`src/hdl/dpatm_pkg.sv`:
```
package dpatm_pkg;

  // Sizes of the fields and of the query store.
  localparam int NUM_BINS = 128;
  localparam int BIN_W    = 7;
  localparam int BIN_AW   = (NUM_BINS > 1) ? $clog2(NUM_BINS) : 1;
  localparam int DATA_W   = 16;
  localparam int TOKEN_W  = 16;
  localparam int SUM_W    = 32;
  localparam int PROD_W   = SUM_W + DATA_W;
  localparam int Q_SHIFT  = 15;

  localparam logic signed [DATA_W-1:0] TEMP_RESET  = 16'sd27852;
  localparam logic        [SUM_W-1:0]  SCORE_FLOOR = 32'h8000_0001;

  // Request kinds.
  typedef enum logic [1:0] {
    KIND_QUERY = 2'd0,
    KIND_COEF  = 2'd1,
    KIND_END   = 2'd2
  } kind_e;

  typedef enum logic [2:0] {
    ST_IDLE,
    ST_MUL,
    ST_ACC,
    ST_SCALE,
    ST_CMP
  } ctrl_state_e;

  typedef struct packed {
    logic [1:0]                kind;
    logic [BIN_W-1:0]          bin_index;
    logic signed [DATA_W-1:0]  sample_value;
    logic [TOKEN_W-1:0]        entry_token;
    logic                      entry_done;
  } in_req_t;

  typedef struct packed {
    logic [TOKEN_W-1:0] winning_token;
    logic               entry_seen;
  } out_req_t;

  // Strobes from the sequencer to the datapath.
  typedef struct packed {
    logic capture;
    logic mul_coef;
    logic mul_scale;
    logic accumulate;
    logic compare;
    logic clear;
  } ctrl_t;

  function automatic logic bin_in_range(input logic [BIN_W-1:0] bin);
    return (32'(bin) < 32'(NUM_BINS));
  endfunction

endpackage

```
`src/hdl/dpatm_ram.sv`:
```
module dpatm_ram #(
  parameter int WIDTH = 16,
  parameter int DEPTH = 128,
  localparam int AW = (DEPTH > 1) ? $clog2(DEPTH) : 1
) (
  input  logic             clk_i,
  input  logic             we_i,
  input  logic [AW-1:0]    waddr_i,
  input  logic [WIDTH-1:0] wdata_i,
  input  logic             re_i,
  input  logic [AW-1:0]    raddr_i,
  output logic [WIDTH-1:0] rdata_o
);

  logic [WIDTH-1:0] mem_q [DEPTH];
  logic [WIDTH-1:0] rdata_q;

  always_ff @(posedge clk_i) begin
    if (we_i) begin
      mem_q[waddr_i] <= wdata_i;
    end
    if (re_i) begin
      rdata_q <= mem_q[raddr_i];
    end
  end

  assign rdata_o = rdata_q;

endmodule

```
`src/hdl/dpatm_ctrl.sv`:
```
module dpatm_ctrl import dpatm_pkg::*; (
  input  logic       clk_i,
  input  logic       rst_ni,
  input  logic       accept_i,
  input  logic [1:0] kind_i,
  input  logic       entry_done_i,
  output logic       idle_o,
  output ctrl_t      ctrl_o
);

  ctrl_state_e state_q, state_d;
  logic        done_q, done_d;

  always_ff @(posedge clk_i or negedge rst_ni) begin
    if (!rst_ni) begin
      state_q <= ST_IDLE;
      done_q  <= 1'b0;
    end else begin
      state_q <= state_d;
      done_q  <= done_d;
    end
  end

  always_comb begin
    state_d = state_q;
    done_d  = done_q;
    ctrl_o  = '0;
    idle_o  = 1'b0;
    unique case (state_q)
      ST_IDLE: begin
        idle_o = 1'b1;
        if (accept_i && (kind_i == KIND_COEF)) begin
          ctrl_o.capture = 1'b1;
          done_d         = entry_done_i;
          state_d        = ST_MUL;
        end
        if (accept_i && (kind_i == KIND_END)) begin
          ctrl_o.clear = 1'b1;
        end
      end
      ST_MUL: begin
        ctrl_o.mul_coef = 1'b1;
        state_d         = ST_ACC;
      end
      ST_ACC: begin
        ctrl_o.accumulate = 1'b1;
        state_d           = done_q ? ST_SCALE : ST_IDLE;
      end
      ST_SCALE: begin
        ctrl_o.mul_scale = 1'b1;
        state_d          = ST_CMP;
      end
      ST_CMP: begin
        ctrl_o.compare = 1'b1;
        state_d        = ST_IDLE;
      end
      default: begin
        state_d = ST_IDLE;
      end
    endcase
  end

endmodule

```
`src/hdl/dpatm_datapath.sv`:
```
module dpatm_datapath import dpatm_pkg::*; (
  input  logic                      clk_i,
  input  logic                      rst_ni,
  input  ctrl_t                     ctrl_i,
  input  logic [BIN_W-1:0]          bin_index_i,
  input  logic signed [DATA_W-1:0]  sample_value_i,
  input  logic [TOKEN_W-1:0]        entry_token_i,
  input  logic [DATA_W-1:0]         query_i,
  input  logic signed [DATA_W-1:0]  temperature_i,
  output logic [TOKEN_W-1:0]        best_token_o,
  output logic                      have_entry_o
);

  logic signed [DATA_W-1:0] sample_q;
  logic [TOKEN_W-1:0]       token_q;
  logic                     in_range_q;
  logic signed [PROD_W-1:0] prod_q;
  logic [SUM_W-1:0]         sum_q;
  logic [SUM_W-1:0]         best_q;
  logic [TOKEN_W-1:0]       best_tok_q;
  logic                     have_q;

  logic signed [SUM_W-1:0]  op_a;
  logic signed [DATA_W-1:0] op_b;
  logic signed [PROD_W-1:0] prod;
  logic [SUM_W-1:0]         shifted;

  // One shared multiplier: query times coefficient, or sum times temperature.
  always_comb begin
    if (ctrl_i.mul_scale) begin
      op_a = $signed(sum_q);
      op_b = temperature_i;
    end else begin
      op_a = in_range_q ? SUM_W'($signed(query_i)) : '0;
      op_b = sample_q;
    end
  end

  assign prod    = op_a * op_b;
  assign shifted = prod_q[Q_SHIFT+SUM_W-1:Q_SHIFT];

  always_ff @(posedge clk_i) begin
    if (ctrl_i.capture) begin
      sample_q   <= sample_value_i;
      token_q    <= entry_token_i;
      in_range_q <= bin_in_range(bin_index_i);
    end
    if (ctrl_i.mul_coef || ctrl_i.mul_scale) begin
      prod_q <= prod;
    end
  end

  always_ff @(posedge clk_i or negedge rst_ni) begin
    if (!rst_ni) begin
      sum_q      <= '0;
      best_q     <= SCORE_FLOOR;
      best_tok_q <= '0;
      have_q     <= 1'b0;
    end else if (ctrl_i.clear) begin
      sum_q      <= '0;
      best_q     <= SCORE_FLOOR;
      best_tok_q <= '0;
      have_q     <= 1'b0;
    end else if (ctrl_i.accumulate) begin
      sum_q <= sum_q + shifted;
    end else if (ctrl_i.compare) begin
      sum_q  <= '0;
      have_q <= 1'b1;
      if ($signed(shifted) > $signed(best_q)) begin
        best_q     <= shifted;
        best_tok_q <= token_q;
      end else if (!have_q) begin
        best_tok_q <= token_q;
      end
    end
  end

  assign best_token_o = best_tok_q;
  assign have_entry_o = have_q;

endmodule

```
`src/hdl/dot_product_argmax_template_match_unit.sv`:
```
// Dot-product template search with argmax. Query requests (kind 0) write a
// signed Q15 magnitude into a 128-entry query store; a bin must be written
// before a coefficient reads it. Coefficient requests (kind 1) read the
// stored magnitude, multiply it by the coefficient, shift the product right
// by 15 and add it into a wrapping 32-bit sum; the coefficient flagged
// entry_done closes the entry, whose sum is scaled by the signed Q15
// temperature register (reset 27852) and compared with the best score so far.
// An end request (kind 2) delivers the winning token (or 0 with entry_seen
// low if no entry was scored) and starts a fresh search while the query store
// keeps its contents. Kind 3 is accepted and ignored. A coefficient request
// runs the MUL and ACC states, the last of an entry also SCALE and CMP, as
// the single shared multiplier serves both the coefficient product and the
// temperature scaling, with a register after each multiply. The end request
// is taken as long as the output register is empty or being emptied in the
// same cycle, so a waiting result does not hold up other requests. The user
// must make temperature writes only while the block is idle (not enforced).
module dot_product_argmax_template_match_unit import dpatm_pkg::*; (
  input  logic                     clk_i,
  input  logic                     rst_ni,
  input  logic                     in_valid_i,
  output logic                     in_stall_o,
  input  in_req_t                  in_req_i,
  output logic                     out_valid_o,
  input  logic                     out_stall_i,
  output out_req_t                 out_req_o,
  input  logic                     cfg_we_i,
  input  logic signed [DATA_W-1:0] cfg_wdata_i
);

  logic                     idle;
  logic                     in_accept;
  logic                     out_free;
  ctrl_t                    ctrl;
  logic [DATA_W-1:0]        query;
  logic [TOKEN_W-1:0]       best_token;
  logic                     have_entry;
  logic signed [DATA_W-1:0] temp_q;
  logic                     out_valid_q;
  out_req_t                 out_req_q;

  // The output register may be refilled in the cycle it is emptied.
  assign out_free   = !out_valid_q || !out_stall_i;
  assign in_stall_o = !idle || ((in_req_i.kind == KIND_END) && !out_free);
  assign in_accept  = in_valid_i && !in_stall_o;

  always_ff @(posedge clk_i or negedge rst_ni) begin
    if (!rst_ni) begin
      temp_q <= TEMP_RESET;
    end else if (cfg_we_i) begin
      temp_q <= cfg_wdata_i;
    end
  end

  // Query store: written by query requests, read by coefficient requests.
  dpatm_ram #(
    .WIDTH (DATA_W),
    .DEPTH (NUM_BINS)
  ) u_query_store (
    .clk_i   (clk_i),
    .we_i    (in_accept && (in_req_i.kind == KIND_QUERY) &&
              bin_in_range(in_req_i.bin_index)),
    .waddr_i (BIN_AW'(in_req_i.bin_index)),
    .wdata_i (in_req_i.sample_value),
    .re_i    (ctrl.capture),
    .raddr_i (BIN_AW'(in_req_i.bin_index)),
    .rdata_o (query)
  );

  dpatm_ctrl u_ctrl (
    .clk_i        (clk_i),
    .rst_ni       (rst_ni),
    .accept_i     (in_accept),
    .kind_i       (in_req_i.kind),
    .entry_done_i (in_req_i.entry_done),
    .idle_o       (idle),
    .ctrl_o       (ctrl)
  );

  dpatm_datapath u_datapath (
    .clk_i          (clk_i),
    .rst_ni         (rst_ni),
    .ctrl_i         (ctrl),
    .bin_index_i    (in_req_i.bin_index),
    .sample_value_i (in_req_i.sample_value),
    .entry_token_i  (in_req_i.entry_token),
    .query_i        (query),
    .temperature_i  (temp_q),
    .best_token_o   (best_token),
    .have_entry_o   (have_entry)
  );

  // Result register, loaded by an end request before the search is cleared.
  always_ff @(posedge clk_i or negedge rst_ni) begin
    if (!rst_ni) begin
      out_valid_q <= 1'b0;
    end else if (ctrl.clear) begin
      out_valid_q <= 1'b1;
    end else if (!out_stall_i) begin
      out_valid_q <= 1'b0;
    end
  end

  always_ff @(posedge clk_i) begin
    if (ctrl.clear) begin
      out_req_q.winning_token <= have_entry ? best_token : '0;
      out_req_q.entry_seen    <= have_entry;
    end
  end

  assign out_valid_o = out_valid_q;
  assign out_req_o   = out_req_q;

  // While the sequencer works through a coefficient, no request is taken.
  a_busy_stalls: assert property (@(posedge clk_i) disable iff (!rst_ni)
    !idle |-> in_stall_o)
    else $error("request accepted while the sequencer was busy");

  // A coefficient request keeps the block busy in the following cycle.
  a_coef_busy: assert property (@(posedge clk_i) disable iff (!rst_ni)
    (in_accept && (in_req_i.kind == KIND_COEF)) |=> !idle)
    else $error("coefficient request did not start the sequencer");

  // An end request always leaves a result waiting in the next cycle.
  a_end_result: assert property (@(posedge clk_i) disable iff (!rst_ni)
    (in_accept && (in_req_i.kind == KIND_END)) |=> (out_valid_o && !have_entry))
    else $error("end request did not deliver a result and clear the search");

  // An empty vocabulary reports token zero.
  a_empty_zero: assert property (@(posedge clk_i) disable iff (!rst_ni)
    (out_valid_o && !out_req_o.entry_seen) |-> (out_req_o.winning_token == '0))
    else $error("non-zero token reported without a scored entry");

endmodule
```
`config.mk`:
```
export PLATFORM = sky130hd
export DESIGN_NAME = dot_product_argmax_template_match_unit
export DESIGN_NICKNAME = d
export VERILOG_FILES = /design/src/hdl/dpatm_pkg.sv /design/src/hdl/dpatm_ram.sv /design/src/hdl/dpatm_ctrl.sv /design/src/hdl/dpatm_datapath.sv /design/src/hdl/dot_product_argmax_template_match_unit.sv
export SDC_FILE = /design/constraint.sdc
export NUM_CORES = 2
export LEC_CHECK = 0
export ABC_AREA = 1
export ABC_CLOCK_PERIOD_IN_PS = 7250
export BUFFER_PORTS_ARGS = -buffer_cell sky130_fd_sc_hd__buf_2
export CAP_MARGIN = 20
export CELL_PAD_IN_SITES_DETAIL_PLACEMENT = 1
export CELL_PAD_IN_SITES_GLOBAL_PLACEMENT = 1
export CORE_UTILIZATION = 53
export DETAILED_ROUTE_END_ITERATION = 12
export PLACE_DENSITY = 0.78
export SYNTH_ARGS = -nofsm -noshare
export SYNTH_HDL_FRONTEND = slang
export SYNTH_SLANG_ARGS = --single-unit
export TNS_END_PERCENT = 20
```
`constraint.sdc`:
```
create_clock -name clk_i -period 7.25 [get_ports clk_i]
set_input_delay 0.3625 -clock clk_i [delete_from_list [all_inputs] [get_ports clk_i]]
set_output_delay 0.3625 -clock clk_i [all_outputs]
set_load 0.1 [all_outputs]
```
## Yosys cells after proc, flatten, opt, wreduce, memory -nomap -nowiden

Memory sizes are Yosys's and may differ from the RTL's. A register that Yosys moved wholly into a read port is not among the register bits.
Cells that the tools add are included.

| storage, ports and cells | value |
|---|---|
| register bits after elaboration | 198 |
| bits in latches | 0 |
| memory bits (writable) | 2048 |
| bits in read-only memories | 0 |
| input port bits | 63 |
| output and inout port bits | 19 |
| logic and storage cells | 82 |
| memories kept | 1 |

Memory list:

| name | depth | width | rd ports | clocked after Yosys merged registers in | write ports | line | source |
|---|---|---|---|---|---|---|---|
| u_query_store.mem_q | 128 | 16 | 1 | 1 | 1 | dpatm_ram.sv:15 | `logic [WIDTH-1:0] mem_q [DEPTH];` |

| cells by class | value |
|---|---|
| $add $sub $neg | 1 |
| multipliers | 1 |
| div/mod/pow operators | 0 |
| $lt $le $gt $ge | 1 |
| eq/ne operators | 10 |
| shift operators | 0 |
| muxes and demuxes | 33 |
| bitwise operators | 0 |
| reduce and logical (&&, ||, !) cells | 22 |

Operators by type and width:

| kind | number |
|---|---|
| 2-to-1 mux 32 bit | 8 |
| 2-to-1 mux 16 bit | 6 |
| multiplier 32 x 16 -> 47 bit | 1 |
| adder 32 bit | 1 |
| > comparator 32 bit | 1 |
| 2-to-1 mux 1 bit | 16 |
| one-hot mux 3 bit (4 select lines) | 1 |
| == test 3 x 2 -> 1 bit (second input constant) | 2 |
| AND reduction 3 bit | 2 |
| logical AND 1 bit | 5 |
| logical NOT 1 bit | 5 |
| inequality test 2 x 1 -> 1 bit (second input constant) | 2 |
| AND reduction 2 bit | 2 |
| nonzero test 2 bit | 2 |
| == test 3 x 1 -> 1 bit (second input constant) | 1 |
| == test 3 bit (second input constant) | 1 |
| logical NOT 3 bit | 1 |
| logical OR 1 bit | 3 |
| 2-to-1 mux 3 bit | 1 |
| inequality test 3 bit (second input constant) | 1 |
| nonzero test 3 bit | 1 |
| == test 2 x 1 -> 1 bit (second input constant) | 1 |
| == test 2 bit (second input constant) | 1 |
| logical NOT 2 bit | 1 |
| other kinds (2) | 2 |

## Logic depth before layout (Yosys ltp)

| logic depth | value |
|---|---|
| depth after elaboration | 12 |
| depth in mapped cells | 36 |
| mapped depth without buffers | 33 |

## Hierarchy

A second synthesis with hierarchy kept.

| second synthesis, totals | value |
|---|---|
| cell total of the unflattened synthesis | 10318 |
| area total of the unflattened synthesis | 111061.5 µm² |

By module, submodules not included:

| module | instances | cells an instance | area an instance (µm²) | seq. area each (µm²) |
|---|---|---|---|---|
| dpatm_ram | 1 | 6793 | 82988.3 | 61979.4 |
| dpatm_datapath | 1 | 3362 | 26414.1 | 3951.3 |
| dot_product_argmax_template_match_unit | 1 | 131 | 1403.8 | 945.9 |
| dpatm_ctrl | 1 | 32 | 255.2 | 100.1 |

## Least setup slack after synthesis

OpenSTA, ideal clock, no wires.

| path | value |
|---|---|
| path type | register to register |
| start point | reg u_ctrl.state_q[2] |
| end point | reg u_datapath.prod_q[44], data pin |
| library setup time | 259 ps |
| arrival time | 6119 ps |
| slack | 872 ps |
| stages on the path, launching flop included | 29 |
| path buffers | 3 |
| period minus slack after synthesis | 6378 ps |
| path through | dfrtp_1 inv_2 nand3_4 buf_6 buf_2 o21ai_1 clkbuf_1 nand2_1 fa_1 inv_1 fa_1 inv_1 fa_1 inv_1 fa_1 fa_1 inv_1 fa_1 inv_1 ha_1 nand2_1 nor2_1 inv_1 nor2_1 inv_1 nor4_1 nand3_1 nand2_1 xor2_1 |

| between the ends | value |
|---|---|
| cells in the longest elaborated chain, start to end | 4 |
| elaborated cells on any way between the ends | 5 |
| classes of those cells | 1 x mul; 1 x eq/ne; 3 x mux |

Ends and longest elaborated chain:

| item | line | source |
|---|---|---|
| start, declared | dpatm_ctrl.sv:11 | `ctrl_state_e state_q, state_d;` |
| start signal, assigned | dpatm_ctrl.sv:19 | `state_q <= state_d;` |
| == test 3 x 2 -> 1 bit (*) | dpatm_ctrl.sv:29 | `unique case (state_q)` |
| 2-to-1 mux 1 bit (*) | dpatm_ctrl.sv:29 |  |
| 2-to-1 mux 32 bit / 2-to-1 mux 16 bit (equally long branches) | dpatm_datapath.sv:30 | `if (ctrl_i.mul_scale) begin` |
| multiplier 32 x 16 -> 47 bit (*) | dpatm_datapath.sv:39 | `assign prod = op_a * op_b;` |
| named net u_datapath.prod[44] | dpatm_datapath.sv:25 | `logic signed [PROD_W-1:0] prod;` |
| end signal, assigned | dpatm_datapath.sv:49 | `prod_q <= prod;` |
| end, declared | dpatm_datapath.sv:17 | `logic signed [PROD_W-1:0] prod_q;` |

The timed path passes the listed nets; every way through them passes the cells marked *.
A chain may end at the register's enable or synchronous reset.

## Worst setup path after layout

| path | value |
|---|---|
| start point | reg u_ctrl.state_q[2] |
| end point | reg u_datapath.prod_q[43], data pin |

Same word-level chain as after synthesis.

==> summary.txt <==
Setup path
  – Max FO, Critical Path: 17
  – Cell with the largest stage delay on the worst path: sky130_fd_sc_hd__fa_1
  – Signal arrival time at the worst endpoint: a little under 8 ns
  – Crit path required time: 7.89 ns
  – CP peak stage delay: about 0.57 ns
  – Class of the most critical setup path: reg2reg
  – Startpoint kind of the worst setup timing path: flop
  – Crit path capture type: flop
  – Reg2Reg Setup Slack: 0.20 ns

Placed design
  – Placed Area: 110000 µm²
  – Dpl cells: roughly 11000
  – Half-perimeter wire length after detailed placement: roughly 230000 µm
  – Routability congestion estimate: about 0.96
  – Input/output buffers: 81

Clock tree
  – Clock-pin slew reported for the worst setup and hold paths after clock tree synthesis: around 0.070 ns
  – Source-to-sink clock delay at the later pin of the worst-skew pair: 0.90 ns
  – Depth of the CTS H-tree: 4
  – Maximum buffer depth of the clock tree: 3
  – Clock tree from TritonCTS: built
  – Root Buffer: sky130_fd_sc_hd__clkbuf_16
  – Number of buffers created by CTS: about 220
  – Number of clock sinks: ~2200

Global routing
  – Combined global-route utilization of all metal layers: 0.366
  – GRT Residual Overflow: 0
  – Largest net degree at the start of global routing: 107
  – Wire length of the first global-routing pass: 524000 µm
  – Vias in the first global route: around 77000
  – Number of antenna violations at the first check in global routing: 19

Floorplanning
  – Die X-Extent: between 400 and 500 µm
  – Height of the die: 447 µm
  – Number of placed I/O pins: a little over 80
  – Die outline area: roughly 200000 µm²
  – Initial Utilization: 0.533
  – Total core area: just under 200000 µm²
  – Rows: 163

Finish
  – Leading cell type in the layout, fill and taps excluded: sky130_fd_sc_hd__nand2_1
  – Commonest non-fill, non-tap cells in the layout: 2256 x sky130_fd_sc_hd__nand2_1, 2145 x sky130_fd_sc_hd__edfxtp_1, 1001 x sky130_fd_sc_hd__inv_1
  – Flip-flop and latch area: ~67000 µm²
  – Fillers: between 15000 and 20000
  – Layout area overhead: 12.3%
  – Final cell count without fillers: roughly 12000
  – Multi-input logic area: roughly 33000 µm²
  – Fraction of final layout cells sized beyond drive strength 1: 0.0957
  – Final core utilization: 0.598
  – Final #Nets: 9694
  – Summed area of non-filler cells in the final layout: 118000 µm²

Synthesis
  – Fraction of registers with async set or reset after synthesis: 0.0454
  – Part of the Yosys area used for sequential elements: 0.637
  – Top cell type by total area after synthesis: sky130_fd_sc_hd__edfxtp_1
  – Count of distinct cell types in the synthesized netlist: 62
  – Number of flops mapped to enable cells by yosys: 2145
  – Top FF cell, synth: sky130_fd_sc_hd__edfxtp_1
  – Syn. warnings: 0
  – Number of nets produced by synthesis: 9348
  – Cell Area, Synth: approximately 110000 µm²
  – Most area-consuming cells after synthesis: sky130_fd_sc_hd__edfxtp_1 61%, sky130_fd_sc_hd__fa_1 9.1%, sky130_fd_sc_hd__nand2_1 8.1%
  – Synth top area share: 0.613
  – Number of synthesized register bits: 2247
  – Gate count of the mapped netlist: approximately 8600
  – Synthesized area per cell: approximately 12 µm²

Timing
  – Highest clock frequency the design can meet: 0.142 GHz
  – Worst-case clock skew: slightly above 0.1 ns
  – Final hold violation count: 0
  – Final setup viols: 0
  – Final period util: 0.972
  – Final Critical Period: around 7.0 ns
  – Worst-margin pin slew: 1.25 ns
  – Max-slew headroom at the worst pin: 0.157
  – Max-slew violations: 0
  – Setup total negative slack: 0 ns

Detailed routing
  – Initial drt markers: between 8000 and 9000
  – Number of antenna-violating nets in the routed design: 0
  – Detail-routed via count per cell: between 6 and 7
  – Routed WL per cell: a little over 30 µm
  – DR vias: between 70000 and 80000
  – Pre-antenna DRT Iters: 6
  – Total length of routed wires: 366000 µm
  – Number of DRC violations after detailed routing: 0

Min path
  – Tightest Hold Check Type: in2reg

Flow run
  – Number of violations of the max-capacitance limit: 0

Outcome
  – Outcome: completed
-- path summary, 6_finish.rpt --
path	end	depth (start not counted)	startpoint
min in group asynchronous	u_datapath.best_q[11]$_DFFE_PN0P_	3	rst_ni
worst max register to register	u_datapath.prod_q[43]$_DFFE_PP_	33	u_ctrl.state_q[2]$_DFFE_PN0P_
worst min-delay path	temp_q[5]$_DFFE_PN0P_	3	cfg_wdata_i[5]
worst min register to register	u_datapath.best_q[31]$_DFFE_PN1P_	2	u_datapath.best_q[31]$_DFFE_PN1P_
max in group asynchronous	u_datapath.best_token_o[0]$_DFFE_PN0P_	4	rst_ni
worst max-delay path	u_datapath.prod_q[43]$_DFFE_PP_	33	u_ctrl.state_q[2]$_DFFE_PN0P_
-- worst max-delay path, delay by kind of cell, from the launching register on --
kind / cells / cell delay, ns
adders and majority gates: 7 / 3.47
buffers and inverters: 11 / 1.22
and+or+nand+nor: 13 / 1.42
DFF: 1 / 0.42
AOI/OAI and AO/OA: 2 / 0.28
-- registers in the layout, summed over array words and instances (netlist names), 17 cells and up --
| register | cells |
|---|---|
| u_datapath.sum_q | 32 |
| u_datapath.best_q | 32 |
| u_datapath.prod_q | 32 |
| u_query_store.mem_q | 2048 |
| out_req_o | 17 |
-- cells by family (layout without fill, tap and decap cells) --
group                    after synthesis  count (layout)  synth area share
flip-flops                          2247            2247             0.637
XOR/XNOR                              39              39           0.00325
AO/OA/AOI/OAI                       1043            1043            0.0669
adder cells (fa/ha/maj)              652             652             0.112
other                                  0              11                 0
multiplexers                           2               2          0.000214
AND/OR/NAND/NOR                     3279            3280             0.127
buffers and inverters               1371            1908            0.0530
-- through the flow --
step                      worst slack, ns  hold WS [ns]
final                               0.203        0.0287
after global routing              -0.0157        0.0445
after CTS                          0.0106       0.00206
after detailed placement          -0.0784         0.354
after global placement             0.0350         0.362
after floorplan                     0.872        0.0669
-- layer usage --
metal	share of wire	GRT usage	up-vias	wire, µm
met5	0.00015	0	-	55
met4	0.072	0.231	8	26200
met3	0.089	0.0635	1050	32600
met2	0.48	0.603	4226	177000
met1	0.36	0.448	37400	131000
li1	-	-	30200	-
-- synth_stat cells (24+ instances only) --
cell	count
sky130_fd_sc_hd__a21oi_1	201
sky130_fd_sc_hd__a221oi_1	140
sky130_fd_sc_hd__a22o_1	80
sky130_fd_sc_hd__a22oi_1	215
sky130_fd_sc_hd__buf_2	176
sky130_fd_sc_hd__clkbuf_1	101
sky130_fd_sc_hd__dfrtp_1	92
sky130_fd_sc_hd__edfxtp_1	2145
sky130_fd_sc_hd__fa_1	480
sky130_fd_sc_hd__ha_1	172
sky130_fd_sc_hd__inv_1	1012
sky130_fd_sc_hd__nand2_1	2259
sky130_fd_sc_hd__nand3_1	148
sky130_fd_sc_hd__nand4_1	181
sky130_fd_sc_hd__nor2_1	583
sky130_fd_sc_hd__nor3_1	28
sky130_fd_sc_hd__o211ai_1	24
sky130_fd_sc_hd__o21ai_0	221
sky130_fd_sc_hd__o21ai_1	38
sky130_fd_sc_hd__xor2_1	26
-- repair_timing --
item | 4_1_cts | 5_1_grt
hold buffers | 44 | 0
cloned | 0 | 2
setup endpoints to repair | 7 | 27
pin swaps | 0 | 3
gates resized for setup | 4 | 57
buffers inserted | 0 | 16
endpoints found under the hold margin | 285 | 0
-- layout make-up --
type	instances	share of cell area
diodes	11	0.000233
clock buffers	274	0.0495
clock inverters	144	0.0122
inverters	1049	0.0342
multi-input cells	5016	0.277
flip-flops and latches	2247	0.568
well taps	2640	0.0280
repair buffers	441	0.0307
Power is left out: the tool's default activity adds up to more than one toggle a clock period on the data nets, which glitch-free logic cannot reach.
